--- src/hw/rtl/emf_pkg.sv ---
// Shared types and constants for the exact motif first-match search.
// Used by emf_cell, emf_outbuf and exact_motif_first_match; no dependencies.
`default_nettype none

package emf_pkg;

    localparam int MOTIF_MAX    = 32;
    localparam int MAX_SEQUENCE = 1048576;

    localparam int SYM_W      = 8;
    localparam int CNT_W      = $clog2(MOTIF_MAX + 1);
    localparam int POS_W      = $clog2(MAX_SEQUENCE + 1);
    localparam int OUT_POS_W  = 21;
    localparam int OUT_DATA_W = 24;

    typedef logic [SYM_W-1:0] sym_t;

    typedef enum logic [1:0] {
        OP_CLEAR  = 2'd0,
        OP_APPEND = 2'd1,
        OP_SEQ    = 2'd2
    } op_t;

    // per-cycle shift controls for the cell row
    typedef struct packed {
        logic shift_win;
        logic shift_mot;
    } cell_ctl_t;

    // one result item, match_position in the lowest bits
    typedef struct packed {
        logic                 too_long;
        logic                 found;
        logic [OUT_POS_W-1:0] match_position;
    } result_t;

    localparam int PAD_W = OUT_DATA_W - $bits(result_t);

endpackage

`default_nettype wire

--- src/hw/rtl/exact_motif_first_match.sv ---
// Top level: exact first-occurrence motif search over a symbol stream.
// Depends on emf_pkg, emf_cell, emf_outbuf.
`default_nettype none

// Throughput: one item (motif op or sequence symbol) per cycle, sustained while
//   the output skid stage is empty. The result of the last-marked sequence symbol
//   is registered in the output buffer; only that symbol produces a result.
// The whole window is compared in the accept cycle by the row of cells.
// Reset: asynchronous, active low; clears motif count, position, match and
//   overflow state. Motif and window symbols are not reset (never read
//   before written within a run).
module exact_motif_first_match (
    input  wire  logic                              clk,
    input  wire  logic                              rst_n,
    input  wire  logic                              s_axis_tvalid,
    output       logic                              s_axis_tready,
    input  wire  logic [7:0]                        s_axis_tdata,  // [7:0] symbol
    input  wire  logic                              s_axis_tlast,  // last sequence symbol
    input  wire  logic [1:0]                        s_axis_tuser,  // [1:0] operation
    output       logic                              m_axis_tvalid,
    input  wire  logic                              m_axis_tready,
    // [20:0] match_position, [21] found, [22] too_long, [23] zero
    output       logic [emf_pkg::OUT_DATA_W-1:0]    m_axis_tdata
);

    localparam int N = emf_pkg::MOTIF_MAX;

    logic                       in_fire;
    emf_pkg::op_t               op;
    logic                       is_clear;
    logic                       is_append;
    logic                       is_seq;
    logic                       sat;
    emf_pkg::cell_ctl_t         ctl;

    logic [emf_pkg::CNT_W-1:0]  mc_reg;
    logic [emf_pkg::CNT_W-1:0]  mc_next;
    logic [emf_pkg::POS_W-1:0]  pos_reg;
    logic [emf_pkg::POS_W-1:0]  pos_next;
    logic [emf_pkg::POS_W-1:0]  pos_inc;
    logic                       seen_reg;
    logic                       seen_next;
    logic [emf_pkg::POS_W-1:0]  start_reg;
    logic [emf_pkg::POS_W-1:0]  start_next;
    logic                       ovf_reg;
    logic                       ovf_next;

    emf_pkg::sym_t              win_chain [N+1];
    emf_pkg::sym_t              mot_chain [N+1];
    logic [N-1:0]               hit;
    logic [N-1:0]               active;
    logic                       window_match;

    logic                       res_valid;
    emf_pkg::result_t           res;
    emf_pkg::result_t           m_data;
    logic                       buf_ready;
    logic [31:0]                pos_wide;

    assign s_axis_tready = buf_ready;
    assign in_fire       = s_axis_tvalid && buf_ready;
    assign op            = emf_pkg::op_t'(s_axis_tuser);

    always_comb
    begin
        is_clear  = 1'b0;
        is_append = 1'b0;
        is_seq    = 1'b0;
        case (op)
            emf_pkg::OP_CLEAR:  is_clear  = 1'b1;
            emf_pkg::OP_APPEND: is_append = 1'b1;
            emf_pkg::OP_SEQ:    is_seq    = 1'b1;
            default:            ;   // unused code: no effect
        endcase
    end

    // position counter saturates at the sequence limit
    assign sat     = (pos_reg >= emf_pkg::POS_W'(emf_pkg::MAX_SEQUENCE));
    assign pos_inc = pos_reg + emf_pkg::POS_W'(1);

    // motif enters at cell 0 so cell j holds motif[count-1-j], lining up
    // with the window symbol of age j
    assign ctl.shift_mot = in_fire && is_append && (mc_reg < emf_pkg::CNT_W'(N));
    assign ctl.shift_win = in_fire && is_seq && !sat;

    assign win_chain[0] = s_axis_tdata;
    assign mot_chain[0] = s_axis_tdata;

    genvar j;
    generate
        for (j = 0; j < N; j++)
        begin : g_cell
            assign active[j] = (mc_reg > emf_pkg::CNT_W'(j));
            emf_cell u_cell (
                .clk     (clk),
                .ctl     (ctl),
                .win_in  (win_chain[j]),
                .mot_in  (mot_chain[j]),
                .active  (active[j]),
                .win_out (win_chain[j+1]),
                .mot_out (mot_chain[j+1]),
                .hit     (hit[j])
            );
        end
    endgenerate

    // empty motif and a motif longer than the symbols seen never match
    assign window_match = (&hit) && (mc_reg != '0)
                          && (pos_inc >= emf_pkg::POS_W'(mc_reg));

    always_comb
    begin
        mc_next    = mc_reg;
        pos_next   = pos_reg;
        seen_next  = seen_reg;
        start_next = start_reg;
        ovf_next   = ovf_reg;
        res_valid  = 1'b0;

        if (in_fire && is_clear)
        begin
            mc_next = '0;
        end
        if (ctl.shift_mot)
        begin
            mc_next = mc_reg + emf_pkg::CNT_W'(1);
        end

        if (in_fire && is_seq)
        begin
            if (sat)
            begin
                ovf_next = 1'b1;
            end
            else
            begin
                pos_next = pos_inc;
                if (!seen_reg && window_match)
                begin
                    seen_next  = 1'b1;
                    start_next = pos_inc - emf_pkg::POS_W'(mc_reg);
                end
            end
        end

        pos_wide           = 32'(seen_next ? start_next : pos_next);
        res.match_position = pos_wide[emf_pkg::OUT_POS_W-1:0];
        res.found          = seen_next;
        res.too_long       = ovf_next;

        // end of sequence: report, then clear for the next run (motif kept)
        if (in_fire && is_seq && s_axis_tlast)
        begin
            res_valid  = 1'b1;
            pos_next   = '0;
            seen_next  = 1'b0;
            start_next = '0;
            ovf_next   = 1'b0;
        end
    end

    always_ff @(posedge clk or negedge rst_n)
    begin
        if (!rst_n)
        begin
            mc_reg    <= '0;
            pos_reg   <= '0;
            seen_reg  <= 1'b0;
            start_reg <= '0;
            ovf_reg   <= 1'b0;
        end
        else
        begin
            mc_reg    <= mc_next;
            pos_reg   <= pos_next;
            seen_reg  <= seen_next;
            start_reg <= start_next;
            ovf_reg   <= ovf_next;
        end
    end

    emf_outbuf u_outbuf (
        .clk       (clk),
        .rst_n     (rst_n),
        .res_valid (res_valid),
        .res       (res),
        .ready     (buf_ready),
        .m_valid   (m_axis_tvalid),
        .m_ready   (m_axis_tready),
        .m_data    (m_data)
    );

    assign m_axis_tdata = {{emf_pkg::PAD_W{1'b0}}, m_data};

    a_mc_bound: assert property (@(posedge clk) disable iff (!rst_n)
        mc_reg <= emf_pkg::CNT_W'(N))
        else $error("motif count beyond capacity");

    a_pos_bound: assert property (@(posedge clk) disable iff (!rst_n)
        pos_reg <= emf_pkg::POS_W'(emf_pkg::MAX_SEQUENCE))
        else $error("position counter passed saturation");

    a_start_before_pos: assert property (@(posedge clk) disable iff (!rst_n)
        seen_reg |-> (start_reg < pos_reg))
        else $error("recorded match start not below position");

    a_last_gives_result: assert property (@(posedge clk) disable iff (!rst_n)
        (in_fire && is_seq && s_axis_tlast) |=> m_axis_tvalid)
        else $error("end of sequence did not produce a result item");

endmodule

`default_nettype wire

--- src/hw/rtl/emf_cell.sv ---
// One cell of the search row: one window symbol and one motif symbol.
// Depends on emf_pkg.
`default_nettype none

module emf_cell (
    input  wire                logic clk,
    input  wire emf_pkg::cell_ctl_t  ctl,
    input  wire emf_pkg::sym_t       win_in,   // from the newer neighbor
    input  wire emf_pkg::sym_t       mot_in,
    input  wire                logic active,   // cell lies inside the motif
    output      emf_pkg::sym_t       win_out,
    output      emf_pkg::sym_t       mot_out,
    output      logic                hit
);

    emf_pkg::sym_t win_reg;
    emf_pkg::sym_t mot_reg;

    always_ff @(posedge clk)
    begin
        if (ctl.shift_win)
        begin
            win_reg <= win_in;
        end
        if (ctl.shift_mot)
        begin
            mot_reg <= mot_in;
        end
    end

    // compare the symbol moving in this cycle against the aligned motif symbol
    assign hit     = !active || (win_in == mot_reg);
    assign win_out = win_reg;
    assign mot_out = mot_reg;

endmodule

`default_nettype wire

--- src/hw/rtl/emf_outbuf.sv ---
// Output register with a skid stage for result items.
// Depends on emf_pkg.
`default_nettype none

module emf_outbuf (
    input  wire logic             clk,
    input  wire logic             rst_n,
    input  wire logic             res_valid,
    input  wire emf_pkg::result_t res,
    output      logic             ready,
    output      logic             m_valid,
    input  wire logic             m_ready,
    output      emf_pkg::result_t m_data
);

    logic             out_valid_reg;
    logic             out_valid_next;
    emf_pkg::result_t out_data_reg;
    emf_pkg::result_t out_data_next;
    logic             skid_valid_reg;
    logic             skid_valid_next;
    emf_pkg::result_t skid_data_reg;
    emf_pkg::result_t skid_data_next;
    logic             out_fire;

    assign out_fire = out_valid_reg && m_ready;

    always_comb
    begin
        out_valid_next  = out_valid_reg;
        out_data_next   = out_data_reg;
        skid_valid_next = skid_valid_reg;
        skid_data_next  = skid_data_reg;
        if (skid_valid_reg)
        begin
            if (out_fire)
            begin
                out_data_next   = skid_data_reg;
                skid_valid_next = 1'b0;
            end
        end
        else if (res_valid)
        begin
            if (!out_valid_reg || out_fire)
            begin
                out_valid_next = 1'b1;
                out_data_next  = res;
            end
            else
            begin
                skid_valid_next = 1'b1;
                skid_data_next  = res;
            end
        end
        else if (out_fire)
        begin
            out_valid_next = 1'b0;
        end
    end

    always_ff @(posedge clk or negedge rst_n)
    begin
        if (!rst_n)
        begin
            out_valid_reg  <= 1'b0;
            skid_valid_reg <= 1'b0;
        end
        else
        begin
            out_valid_reg  <= out_valid_next;
            skid_valid_reg <= skid_valid_next;
        end
    end

    always_ff @(posedge clk)
    begin
        out_data_reg  <= out_data_next;
        skid_data_reg <= skid_data_next;
    end

    assign ready   = !skid_valid_reg;
    assign m_valid = out_valid_reg;
    assign m_data  = out_data_reg;

    a_skid_behind_out: assert property (@(posedge clk) disable iff (!rst_n)
        skid_valid_reg |-> out_valid_reg)
        else $error("skid stage holds an item while the output register is empty");

endmodule

`default_nettype wire
--- config.mk ---
export PLATFORM = sky130hd
export DESIGN_NAME = exact_motif_first_match
export DESIGN_NICKNAME = d
export VERILOG_FILES = /design/src/hw/rtl/emf_pkg.sv /design/src/hw/rtl/exact_motif_first_match.sv /design/src/hw/rtl/emf_cell.sv /design/src/hw/rtl/emf_outbuf.sv
export SDC_FILE = /design/constraint.sdc
export NUM_CORES = 1
export LEC_CHECK = 0
export BUFFER_PORTS_ARGS = -buffer_cell sky130_fd_sc_hd__buf_2
export CORE_ASPECT_RATIO = 1.4
export CORE_MARGIN = 2
export CORE_UTILIZATION = 50
export DETAILED_ROUTE_END_ITERATION = 10
export PLACE_DENSITY = 0.73
export SYNTH_ARGS = -nofsm -noshare
export SYNTH_HDL_FRONTEND = slang
export SYNTH_HIERARCHICAL = 1
export SYNTH_SLANG_ARGS = --single-unit
--- constraint.sdc ---
create_clock -name clk -period 13.22 [get_ports clk]
set_input_delay 1.322 -clock clk [delete_from_list [all_inputs] [get_ports clk]]
set_output_delay 1.322 -clock clk [all_outputs]
set_load 0.005 [all_outputs]
==> flow_summary_export.csv, run 1 <==
group,metric,value,unit
power,power,4322,uW
clock_network,cts_tree,"yes",
floorplan,die_w,190.1,um
power,peakVddDrop,0.1349,mV
cells_and_area,fin_area,26760,um2
sta,rsz0062_at_grt,"false",
sta,hold_violations,0,
sta,tightest_slew,1.100,ns
grt,grt_util_all_layers,0.1813,
cells_and_area,syn2layout_area_growth,10.37,%
sta,holdWs,0.4625,ns
power,p_per_area,161.5,nW/um2
sta,worst_slack,8.237,ns
setup_path,crit_type,"reg -> reg",
run,maxCapViolCount,0,
drt,drtIter0Drc,989,
synth,syn-instance-count,1513,
clock_network,hold_buffers,0,
sta,setup_viol,0,
grt,grt_overflow,0,
setup_path,crit_required,13.58,ns
hold_path,hold_path.class,"reg -> reg",
grt,grt_max_degree,125,
hold_path,hp-start,"g_cell[2].u_cell/win_out[1]$_DFFE_PP_",
floorplan,die-height,264.6,um
clock_network,ctsResizeCount,0,
sta,period_share,0.3770,
drt,drc,0,
drt,via_per_inst,5.569,
sta,clock.fmax,200.7,MHz
drt,ant_nets,0,
drt,wl_per_cell,19.88,um
drt,routed_wl,44680,um
drt,firstDrtPassIters,5,
floorplan,start_util,0.5063,
placed_design,gp_congestion,0.8695,
cells_and_area,drive_gt1_frac,0.1082,
clock_network,clock_latency,0.61,ns
grt,antenna_found_initial,0,
synth,avgSynthCellArea,16.03,um2
sta,fin_skew,0.02541,ns
placed_design,dp_hpwl,29150,um
grt,grt_pass1_wl,70120,um
synth,synth.cell_area,24250,um2
cells_and_area,nets,1606,
synth,syn_nets,1540,
floorplan,fp-row-count,95,
cells_and_area,largest_reg_flops,256,
sta,tns,0,ns
cells_and_area,n_antenna_cell,0,
floorplan,pin_count,41,
drt,vias,12520,
setup_path,startpoint,"mc_reg[1]$_DFFE_PN0P_",
grt,grt_pass1_vias,12930,
floorplan,die_area,50300,um2
clock_network,clkTransAtPathRegs,0.07,ns
clock_network,clock_tree.root_cell,"clkbuf_16",
placed_design,placed_area,25090,um2
clock_network,cts.htree.levels,2,
clock_network,cts_made_buffers,54,
sta,maxSlewHeadroom,0.2664,
sta,fin_crit,4.983,ns
setup_path,cp-start-kind,"flop",
placed_design,io_buffer_count,39,
sta,slew_violations,0,
run_status,status,"finished clean",
floorplan,coreArea,47900,um2
clock_network,cts.path.max_buffers,3,
synth,yosysWarningCount,6,
placed_design,dp_slack,8.457,ns
setup_path,cp_max_fo,17,
setup_path,cp-end-kind,"flop",
clock_network,cts_setup_buffers,0,
clock_network,clock_sinks,602,
setup_path,r2r-start,"mc_reg[1]$_DFFE_PN0P_",
setup_path,worstPathArrival,5.35,ns
power,p_leak,0.008703,uW
==> metrics by stage <==
stage | std cells | utilization
2_1_floorplan | 1513 | -
3_3_place_gp | 2153 | 0.5238
3_5_place_dp | 2153 | 0.5238
4_1_cts | 2248 | 0.5587
5_1_grt | 2248 | 0.5587
6_report | 2248 | 0.5587
==> where the power goes <==
group / internal [uW] / total [uW] / switching (uW) / leakage [uW]
logic: 223 / 576 / 353 / 0.00211
registers: 2180 / 2250 / 62.4 / 0.00576
clock network: 837 / 1500 / 663 / 0.000828
total: 3240 / 4320 / 1080 / 0.00870
==> placed cells by master (no fill, tap or decap), types with 11 or more instances in the layout <==
master     instances
a21oi_1           28
and2_1            18
buf_2             39
clkbuf_16         55
clkinv_1          17
dfrtp_1           52
edfxtp_1         550
ha_1              11
inv_1             25
mux2_2            26
mux2i_1           18
nand2_1           77
nand3_1           23
nand4_1           83
nor2_1            56
o21ai_0           39
o21ai_1           35
xnor2_1          284
xor2_1            18
==> worst max-delay path, stage by stage (launching register included) <==
cell	delay, ns
dfrtp_1	0.53
inv_1	0.20
ha_1	0.39
nand2b_1	0.34
o21ai_0	0.18
o21ai_1	0.13
nand4_1	0.19
nor4_1	0.77
nand3_1	0.53
a211oi_4	0.97
a21oi_1	0.18
mux2_2	0.31
==> path summary, 6_finish.rpt <==
| kind | endpoint | slack (ns) | cells past startpoint |
|---|---|---|---|
| max in group asynchronous | mc_reg[5]$_DFFE_PN0P_ | 11.83 | 2 |
| min in group asynchronous | u_outbuf/skid_valid_reg$_DFF_PN0_ | 0.86 | 2 |
| min reg2reg | g_cell[3].u_cell/win_out[1]$_DFFE_PP_ | 0.46 | 0 |
| min | g_cell[3].u_cell/win_out[1]$_DFFE_PP_ | 0.46 | 0 |
| max | u_outbuf/m_data[18]$_DFFE_PP_ | 8.24 | 11 |
| max reg2reg | u_outbuf/m_data[18]$_DFFE_PP_ | 8.24 | 11 |
==> cell type report <==
cell class	count	area [um2]
multi-input combinational	843	6093
inverter	30	127.6
fill	3724	21140
tap	630	788.3
timing repair buffer	48	262.8
clock buffer	62	1403
sequential	602	17820
clock inverter	33	272.8
==> layer usage <==
metal / vias to the layer above / wire length, um / GRT usage
li1: 5779 / - / -
met1: 6316 / 17150 / 0.2152
met2: 330 / 23640 / 0.3206
met3: 93 / 2293 / 0.03548
met4: 0 / 1601 / 0.07752
met5: - / 0 / 0
No activity file was read; power rests on OpenSTA's default activity.
==> run 2: changes to the inputs <==
--- a/config.mk
+++ b/config.mk
@@ -10,7 +10,7 @@
 export CORE_MARGIN = 2
 export CORE_UTILIZATION = 50
 export DETAILED_ROUTE_END_ITERATION = 10
-export PLACE_DENSITY = 0.73
+export PLACE_DENSITY = 0.75
 export SYNTH_ARGS = -nofsm -noshare
 export SYNTH_HDL_FRONTEND = slang
 export SYNTH_HIERARCHICAL = 1
==> constraint.sdc (replaced) <==
create_clock -name clk -period 4.4 [get_ports clk]
set_input_delay 0.44 -clock clk [delete_from_list [all_inputs] [get_ports clk]]
set_output_delay 0.44 -clock clk [all_outputs]
set_load 0.005 [all_outputs]
==> run 2 against run 1 <==
  * Combinational power rose to 3.0 times the previous value
  * Cell area rose by 1.2%
  * Hold slack got worse by 0.42 ns
  * Non-clock buffer count rose by 8
  * Sequential power rose to 3.0 times the previous value
  * Critical path type unchanged
  * Via count barely moved
==> flow_summary_export.csv, run 2 (synthesis gave the netlist of run 1 again) <==
group,metric,value,unit
run_status,status,"finished clean",
cells_and_area,stdcell_count,2264,
cells_and_area,fin_area,27080,um2
cells_and_area,final_common_cell,"edfxtp_1",
power,switching_share,0.2473,
sta,worst_slack,0.2173,ns
setup_path,cp_max_fo,6,
drt,routed_wl,43820,um
setup_path,crit_required,4.79,ns
clock_network,cts.htree.levels,2,
clock_network,cts.path.max_buffers,3,
setup_path,cp-start-kind,"flop",
hold_path,hold_path.class,"in -> reg",
sta,period_share,0.9506,
cells_and_area,n_antenna_cell,0,
drt,firstDrtPassIters,5,
floorplan,coreArea,47900,um2
placed_design,numPlacedInstances,2158,
sta,hold_violations,0,
sta,setup_viol,0,
floorplan,die_w,190.1,um
grt,grt_util_all_layers,0.1750,
placed_design,placed_area,25170,um2
drt,drtIter0Drc,1029,
floorplan,die-height,264.6,um
clock_network,clock_tree.root_cell,"clkbuf_16",
placed_design,dp_hpwl,29070,um
grt,grt_max_degree,193,
setup_path,worstPathArrival,4.57,ns
sta,fin_skew,0.03668,ns
clock_network,cts_made_buffers,55,
sta,fin_crit,4.183,ns
setup_path,cpMostUsedCell,"ha_1",
placed_design,dp_slack,0.2598,ns
power,p_clk_frac,0.363,
clock_network,clock_latency,0.63,ns
power,p_seq_frac,0.508,
cells_and_area,largest_reg_flops,256,
floorplan,start_util,0.5063,
power,p_leak,0.008826,uW
cells_and_area,syn2layout_area_growth,11.66,%
sta,rsz0062_at_grt,"false",
floorplan,fp-row-count,95,
setup_path,crit_type,"reg -> reg",
cells_and_area,final_cell_mix,"550 x edfxtp_1, 284 x xnor2_1, 83 x nand4_1",
power,comb_power_share,0.129,
sta,slew_violations,0,
drt,wl_per_cell,19.36,um
grt,grt_pass1_wl,68410,um
clock_network,clkTransAtPathRegs,0.07,ns
grt,grt_pass1_vias,12800,
sta,holdWs,0.04144,ns
grt,antenna_found_initial,0,
sta,tightest_slew,1.318,ns
clock_network,ctsResizeCount,0,
sta,clock.fmax,239.1,MHz
cells_and_area,nets,1615,
setup_path,cp-end-kind,"flop",
clock_network,cts_tree,"yes",
power,p_int,10030,uW
clock_network,clock_sinks,602,
power,peakVddDrop,0.3533,mV
setup_path,cpMaxStageDelayCell,"dfrtp_1",
run,maxCapViolCount,0,
power,p_per_area,492.1,nW/um2
cells_and_area,drive_gt1_frac,0.1175,
drt,ant_nets,0,
drt,vias,12520,
power,switchingPower,3295,uW
placed_design,io_buffer_count,39,
drt,drc,0,
placed_design,gp_congestion,0.9284,
setup_path,worstPathCellList,"inv_1 -> ha_1 -> ha_1 -> nor2b_1 -> o31ai_1 -> a21oi_1 -> nor3_2 -> nand4_1 -> o211a_1 -> a2111oi_0 -> a221oi_1 -> mux2_2",
grt,grt_overflow,0,
cells_and_area,filler_cell_count,3667,
floorplan,pin_count,41,
setup_path,critPathMaxStageDelay,0.48,ns
floorplan,die_area,50300,um2
sta,maxSlewHeadroom,0.1212,
drt,via_per_inst,5.530,
[run 2: final timing paths]
path	from	end	slack (ns)	cells past startpoint
hold / removal	s_axis_tdata[1]	g_cell[0].u_cell/mot_out[1]$_DFFE_PP_	0.04	1
setup reg to reg	pos_reg[0]$_DFF_PN0_	u_outbuf/m_data[6]$_DFFE_PP_	0.22	12
setup / recovery	pos_reg[0]$_DFF_PN0_	u_outbuf/m_data[6]$_DFFE_PP_	0.22	12
min in group asynchronous	rst_n	start_reg[16]$_DFF_PN0_	0.51	3
max in group asynchronous	rst_n	mc_reg[4]$_DFFE_PN0P_	3.38	3
hold reg to reg	g_cell[19].u_cell/mot_out[1]$_DFFE_PP_	g_cell[20].u_cell/mot_out[1]$_DFFE_PP_	0.44	0
[run 2: stage by stage]
stage                     TNS, ns    util  total power, uW
after CTS                       0  0.5647            13430
final                           0  0.5653            13330
after floorplan           -180.18       -             8110
after detailed placement        0  0.5255             8578
after global routing            0  0.5653            13840
after global placement          0  0.5255             8530
[run 2: layout make-up]
type / count / area [um2] / area share
clock buffers: 71 / 1466 / 0.05416
clock inverters: 32 / 402.9 / 0.01488
inverters: 30 / 126.4 / 0.004667
multi-input cells: 843 / 6101 / 0.2253
flip-flops and latches: 602 / 17820 / 0.6580
well taps: 630 / 788.3 / 0.02911
repair buffers: 56 / 375.4 / 0.01386
[run 2: repair_timing]
item | in CTS | in global routing
endpoints found under the setup margin | 0 | 5
hold endpoints to repair | 49 | 0
hold buffers | 1 | 0
setup buffers | 0 | 2
[run 2: per-layer routing]
layer | wire (um) | track usage | vias to the layer above
met1 | 17360 | 0.2145 | 6290
met5 | 0 | 0 | -
li1 | - | - | 5807
met3 | 1924 | 0.02833 | 78
met4 | 1129 | 0.05783 | 0
met2 | 23410 | 0.3143 | 344
[run 2: power groups by stage]
stage                     sequential [uW]  combinational, uW  clock, uW
after CTS                            6770               1700       4960
after floorplan                      6820               1290          0
final                                6770               1720       4840
after detailed placement             6890               1690          0
after global placement               6870               1660          0
after global routing                 6790               1870       5170
[run 2: critical path: cells and delay by family (launching register included)]
family          cells  cell delay, ns
fa+ha+maj           2            0.64
mux                 1            0.33
buf+inv             1            0.08
compound gates      5            1.52
flops               1            0.48
simple gates        3            0.88
